**config.mk**
```make
export PLATFORM = sky130hd
export DESIGN_NAME = twis_ctrl
export DESIGN_NICKNAME = d
export VERILOG_FILES = /design/src/hdl/twis_pkg.sv /design/src/hdl/twis_ctrl.sv
export SDC_FILE = /design/constraint.sdc
export NUM_CORES = 1
export LEC_CHECK = 0
export BUFFER_PORTS_ARGS = -buffer_cell sky130_fd_sc_hd__buf_2
export CAP_MARGIN = 20
export CORE_AREA = 3 3 40 42
export CTS_CLUSTER_DIAMETER = 40
export DETAILED_ROUTE_END_ITERATION = 10
export DIE_AREA = 0 0 43 45
export GPL_ROUTABILITY_DRIVEN = 0
export SYNTH_ARGS = -nofsm -noshare
export SYNTH_HDL_FRONTEND = slang
export SYNTH_SLANG_ARGS = --single-unit
export TNS_END_PERCENT = 10
```
**constraint.sdc**
```tcl
create_clock -name clk -period 1.1 [get_ports clk]
set_clock_uncertainty 0.1 [all_clocks]
set_input_delay 0.22 -clock clk [delete_from_list [all_inputs] [get_ports clk]]
set_output_delay 0.22 -clock clk [all_outputs]
set_load 0.05 [all_outputs]
```
**src/hdl/twis_pkg.sv**
```systemverilog
`timescale 1ns / 1ps

package twis_pkg;

  // Defaults for the top-level parameters.
  localparam int NODE_COUNT_DEF    = 1024;
  localparam int ALPHABET_SIZE_DEF = 26;

  // Fixed field widths of the channels.
  localparam int LETTER_W     = 8;
  localparam int STATUS_W     = 2;
  localparam int NODES_USED_W = 11;

  localparam logic [LETTER_W-1:0] FIRST_LETTER = 8'h61;

  // Word command codes.
  localparam logic CMD_INSERT = 1'b0;
  localparam logic CMD_SEARCH = 1'b1;

  // Result status codes.
  localparam logic [STATUS_W-1:0] STATUS_OK         = 2'd0;
  localparam logic [STATUS_W-1:0] STATUS_POOL_FULL  = 2'd1;
  localparam logic [STATUS_W-1:0] STATUS_BAD_LETTER = 2'd2;

  typedef struct packed {
    logic                command;
    logic [LETTER_W-1:0] letter;
    logic                last_letter;
    logic                empty_word;
  } in_item_t;

  typedef struct packed {
    logic                    found;
    logic [STATUS_W-1:0]     status;
    logic [NODES_USED_W-1:0] nodes_used;
  } out_item_t;

  // Commands from the controller to the datapath.
  typedef struct packed {
    logic clear_step;
    logic accept;
    logic resolve;
    logic end_access;
    logic emit;
  } dp_cmd_t;

  // Status from the datapath to the controller.
  typedef struct packed {
    logic clear_done;
    logic lookup;
    logic ends;
    logic ends_r;
  } dp_stat_t;

endpackage

```
**src/hdl/twis_ctrl.sv**
```systemverilog
`timescale 1ns / 1ps

module twis_ctrl
  import twis_pkg::*;
(
  input  logic     clk,
  input  logic     rst_n,
  input  logic     in_valid,
  output logic     in_ready,
  output logic     out_valid,
  input  logic     out_ready,
  input  dp_stat_t stat,
  output dp_cmd_t  cmd
);

  typedef enum logic [4:0] {
    ST_CLEAR = 5'b00001,
    ST_IDLE  = 5'b00010,
    ST_LINK  = 5'b00100,
    ST_END   = 5'b01000,
    ST_EMIT  = 5'b10000
  } state_t;

  state_t state_r, state_nxt;
  logic   out_valid_r, out_valid_nxt;

  assign in_ready  = (state_r == ST_IDLE);
  assign out_valid = out_valid_r;

  always_comb begin
    state_nxt = state_r;
    cmd       = '0;
    unique case (state_r)
      ST_CLEAR: begin
        cmd.clear_step = 1'b1;
        if (stat.clear_done) begin
          state_nxt = ST_IDLE;
        end
      end
      ST_IDLE: begin
        if (in_valid) begin
          cmd.accept = 1'b1;
          if (stat.lookup) begin
            state_nxt = ST_LINK;
          end else if (stat.ends) begin
            state_nxt = ST_END;
          end
        end
      end
      ST_LINK: begin
        cmd.resolve = 1'b1;
        state_nxt   = stat.ends_r ? ST_END : ST_IDLE;
      end
      ST_END: begin
        cmd.end_access = 1'b1;
        state_nxt      = ST_EMIT;
      end
      ST_EMIT: begin
        if (!out_valid_r || out_ready) begin
          cmd.emit  = 1'b1;
          state_nxt = ST_IDLE;
        end
      end
      default: begin
        state_nxt = ST_CLEAR;
      end
    endcase
  end

  always_comb begin
    if (cmd.emit) begin
      out_valid_nxt = 1'b1;
    end else if (out_ready) begin
      out_valid_nxt = 1'b0;
    end else begin
      out_valid_nxt = out_valid_r;
    end
  end

  always_ff @(posedge clk) begin
    if (!rst_n) begin
      state_r     <= ST_CLEAR;
      out_valid_r <= 1'b0;
    end else begin
      state_r     <= state_nxt;
      out_valid_r <= out_valid_nxt;
    end
  end

endmodule

```
**Word-level counts from Yosys, hierarchy flattened**

Cells that the tools add are included.

- $add $sub $neg: 0
- Multiply operators: 0
- Divide/modulo/power cells: 0
- $lt $le $gt $ge: 0
- Equal/unequal tests: 9
- Shifts and indexed selects: 0
- Multiplexer cells: 16
- Bitwise logic cells: 0
- Reductions and logical operators: 4

Operators by type and width:

| operator | count |
|---|---|
| $mux 5 | 5 |
| $pmux 5 s5 | 1 |
| $mux 1 | 9 |
| $ne 2x2->1 const B | 3 |
| $eq 5x1->1 const B | 1 |
| $eq 5x2->1 const B | 1 |
| $eq 5x3->1 const B | 1 |
| $eq 5x4->1 const B | 1 |
| $eq 5x5->1 const B | 1 |
| $mux 4 | 1 |
| $reduce_and 4->1 | 1 |
| $ne 3x1->1 const B | 1 |
| $reduce_bool 2->1 | 1 |
| $logic_not 1->1 | 1 |
| $logic_or 1x1->1 | 1 |

- Register bits after elaboration: 6
- Latch bits: 0
- Bits in writable memories: 0
- Bits in read-only memories: 0
- Input port bits: 8
- Output and inout port bits: 7
- Word-level logic and storage cells: 31
- Memories: 0

**Longest topological paths before layout**

- Depth after elaboration: 5
- Depth in mapped cells: 5
- Gate-level depth less buffers: 3

**Worst setup path after synthesis**

No wires, ideal clock.

- Path type: register to register
- Start point: register state_r[2]
- End point: register state_r[0]
- Library setup time: 0.063 ns
- Arrival: 1.709 ns
- Data required time: 0.937 ns
- Slack: -0.772 ns
- Cell stages (with the launch flop): 4
- Path buffers: 1
- Period minus slack after synthesis: 1.872 ns
- Cell sequence: dfxtp_1 buf_4 nor4_2 a221o_1

- Cells in the longest elaborated chain, start to end: 3
- Elaborated cells between the ends (all ways): 11
- Classes of those cells: 9 x eq/ne; 1 x mux; 1 x reduce/logical

RTL lines:

| what | RTL line | source |
|---|---|---|
| start: declaration | twis_ctrl.sv:24 | `state_t state_r, state_nxt;` |
| start signal: assignment | twis_ctrl.sv:85 | `state_r <= state_nxt;` |
| $eq 5x2->1 (tied with other cells) | twis_ctrl.sv:33 | `unique case (state_r)` |
| $ne 3x1->1 (no source line) or $ne 2x2->1 (tied branches) | -- |  |
| $reduce_and 4->1 (no source line) | -- |  |

Several ways; a longest one is shown, not always the timed one.
A chain may end at the register's enable or synchronous reset.

==> metrics.yaml <==
status: "finished with violations"
violations: "negative setup slack"
grt_pass1_vias: 503
yosysTopAreaCell: "dfxtp_1"
max_freq_ghz: 0.6324
synth_area_per_cell_um2: 8.546
initial_utilization: 0.3525
synth_top_cell_area_share: 0.2652
syn_area_um2: 452.9
holdBufCountCts: 0
mostFrequentLayoutCell: "buf_4"
reg2reg_depth: 5
drtAntennaViolNets: 0
hold_viol: 0
yosys.cell_types.count: 30
wl_per_cell_um: 13.75
multiInputGateArea_um2: 304.0
synthToLayoutAreaGrowth_pct: 61.33
finalCritPeriodShare: 1.438
startpoint_type: "register"
tightestPinTransition_ns: 0.3166
ys_ff_latch: 6
num_antenna_cells: 0
cts_tree: "built"
cts_made_buffers: 3
clk_pin_slew_ns: 0.05
synthCells: 53
dieArea_um2: 1935
period_needed_ns: 1.581
dr.pass1.iters: 4
path_cells: "nor3_4 > and3_4 > buf_6"
hp-class: "primary input to register"
ios: 15
finalWirelength_um: 1306
crit_path_top_delay_cell: "dfxtp_4"
rows: 13
slew_viol_final: 0
yosysWarnings: 0
die_w_um: 43
synth_nets: 61
antenna_found_initial: 0
setup_viol: 10
p_leak_nw: 0.3248
synth_seq_area_share: 0.2652
core-area_um2: 1285
via_per_inst: 5.284
via_count: 502
cts_htree_levels: 1
worst_slack_ns: -0.4814
cp.required_ns: 0.78
crit_arrival_ns: 1.26
grt_max_degree: 8
cts.path.max_buffers: 2
cts-root-buf: "clkbuf_4"
cts_sinks: 6
portBuffers: 14
drtIter0Drc: 7
cp-end-kind: "output pin"
power_density_nw_per_um2: 1329
cap_violations: 0
grt_pass1_wl_um: 2125
instances_no_fill: 95
ys.flop_type: "dfxtp_1"
drive_gt1_frac: 0.5875
ir_drop_mv: 0.5135
power_uw: 971.1
clkLatencyLatePin_ns: 0.25
drc_errors: 0
grt_overflow: 0
max_slew_margin: 0.7856
final_nets: 90
fillCellCount: 119
cp_max_fo: 6
critPathMaxStageDelay_ns: 0.36
ys_top_cells_by_area: "dfxtp_1 27%, buf_4 8.3%, nand2b_1 5.5%, nor2b_1 4.1%, nor3_4 3.6%"
synth_edf_count: 0
regArea_um2: 140.1
pre_cts_ws_ns: -0.3844
final_cell_mix: "16 x buf_4, 7 x buf_2, 7 x buf_6"
rsz0062_at_grt: "yes"
async_flop_share: 0
place.detailed.hpwl_um: 885.9
dp.cells: 86
critical_path_class: "register to output pin"
die_h_um: 45
grt_util_all_layers: 0.1558
holdPathStages: 2
==> power breakdown <==
group / total (mW) / internal (mW) / switching, mW
registers: 0.282 / 0.240 / 0.0418
logic: 0.475 / 0.242 / 0.233
clock network: 0.213 / 0.124 / 0.0894
==> through the flow <==
step                      hold slack [ns]  TNS [ns]    util  cell area, µm²
after CTS                          0.1354    -3.531  0.5394           693.2
final                              0.1373    -3.633  0.5686           730.7
after detailed placement           0.3781    -2.971  0.4489           576.8
after floorplan                    0.2659    -2.586       -           461.7
after global routing               0.1454    -4.164  0.5686           730.7
after global placement             0.3804    -2.918  0.4489           576.8
==> repair_timing <==
item	4_1_cts	5_1_grt
pin swaps	6	3
buffers inserted	4	2
gates resized for setup	23	7
endpoints found under the setup margin	13	12
==> worst paths after layout <==
path               from          to  slack, ns
max          state_r[3]      cmd[3]      -0.48
min             stat[2]  state_r[2]       0.14
min reg2reg  state_r[4]   out_valid       0.49
max reg2reg  state_r[0]  state_r[1]      -0.36
==> synthesized netlist by cell type (2+ instances only) <==
cell type  instances
and2_1             2
and3_1             2
buf_4              5
dfxtp_1            6
inv_1              3
nand2b_1           4
nor2_1             2
nor2b_1            3
nor3_1             2
o21ai_0            3
o21ai_1            2
==> area by class of cell <==
type	count	area share
timing repair buffer	30	0.3202
tap	15	0.02568
clock buffer	3	0.03082
multi-input combinational	38	0.4161
inverter	3	0.01541
sequential	6	0.1918
==> per-layer routing <==
layer  vias to the layer above  global-route usage  part of all wire
li1                        245                   -                 -
met1                       226              0.1715              0.40
met2                        23              0.2485              0.50
met3                         8             0.02789             0.061
met4                         0              0.1566             0.037
met5                         -                   0                 0
==> state kept, by name, summed over array words and instances, names as in the netlist <==
| signal | cells |
|---|---|
| state_r | 5 |
| out_valid | 1 |
==> kinds of logic (layout without fill, tap and decap cells) <==
logic type,count (synthesis),after routing,synth area share
buf+inv,9,36,0.1326
compound gates,12,12,0.1878
flops,6,6,0.2652
xor+xnor,1,1,0.01934
simple gates,25,25,0.3950
==> critical path, delay by kind of cell (launching register included) <==
kind / cells / cell delay, ns
AND/OR/NAND/NOR: 2 / 0.51
buffers and inverters: 1 / 0.15
flip-flops: 1 / 0.36
No activity file was read; power rests on OpenSTA's default activity.
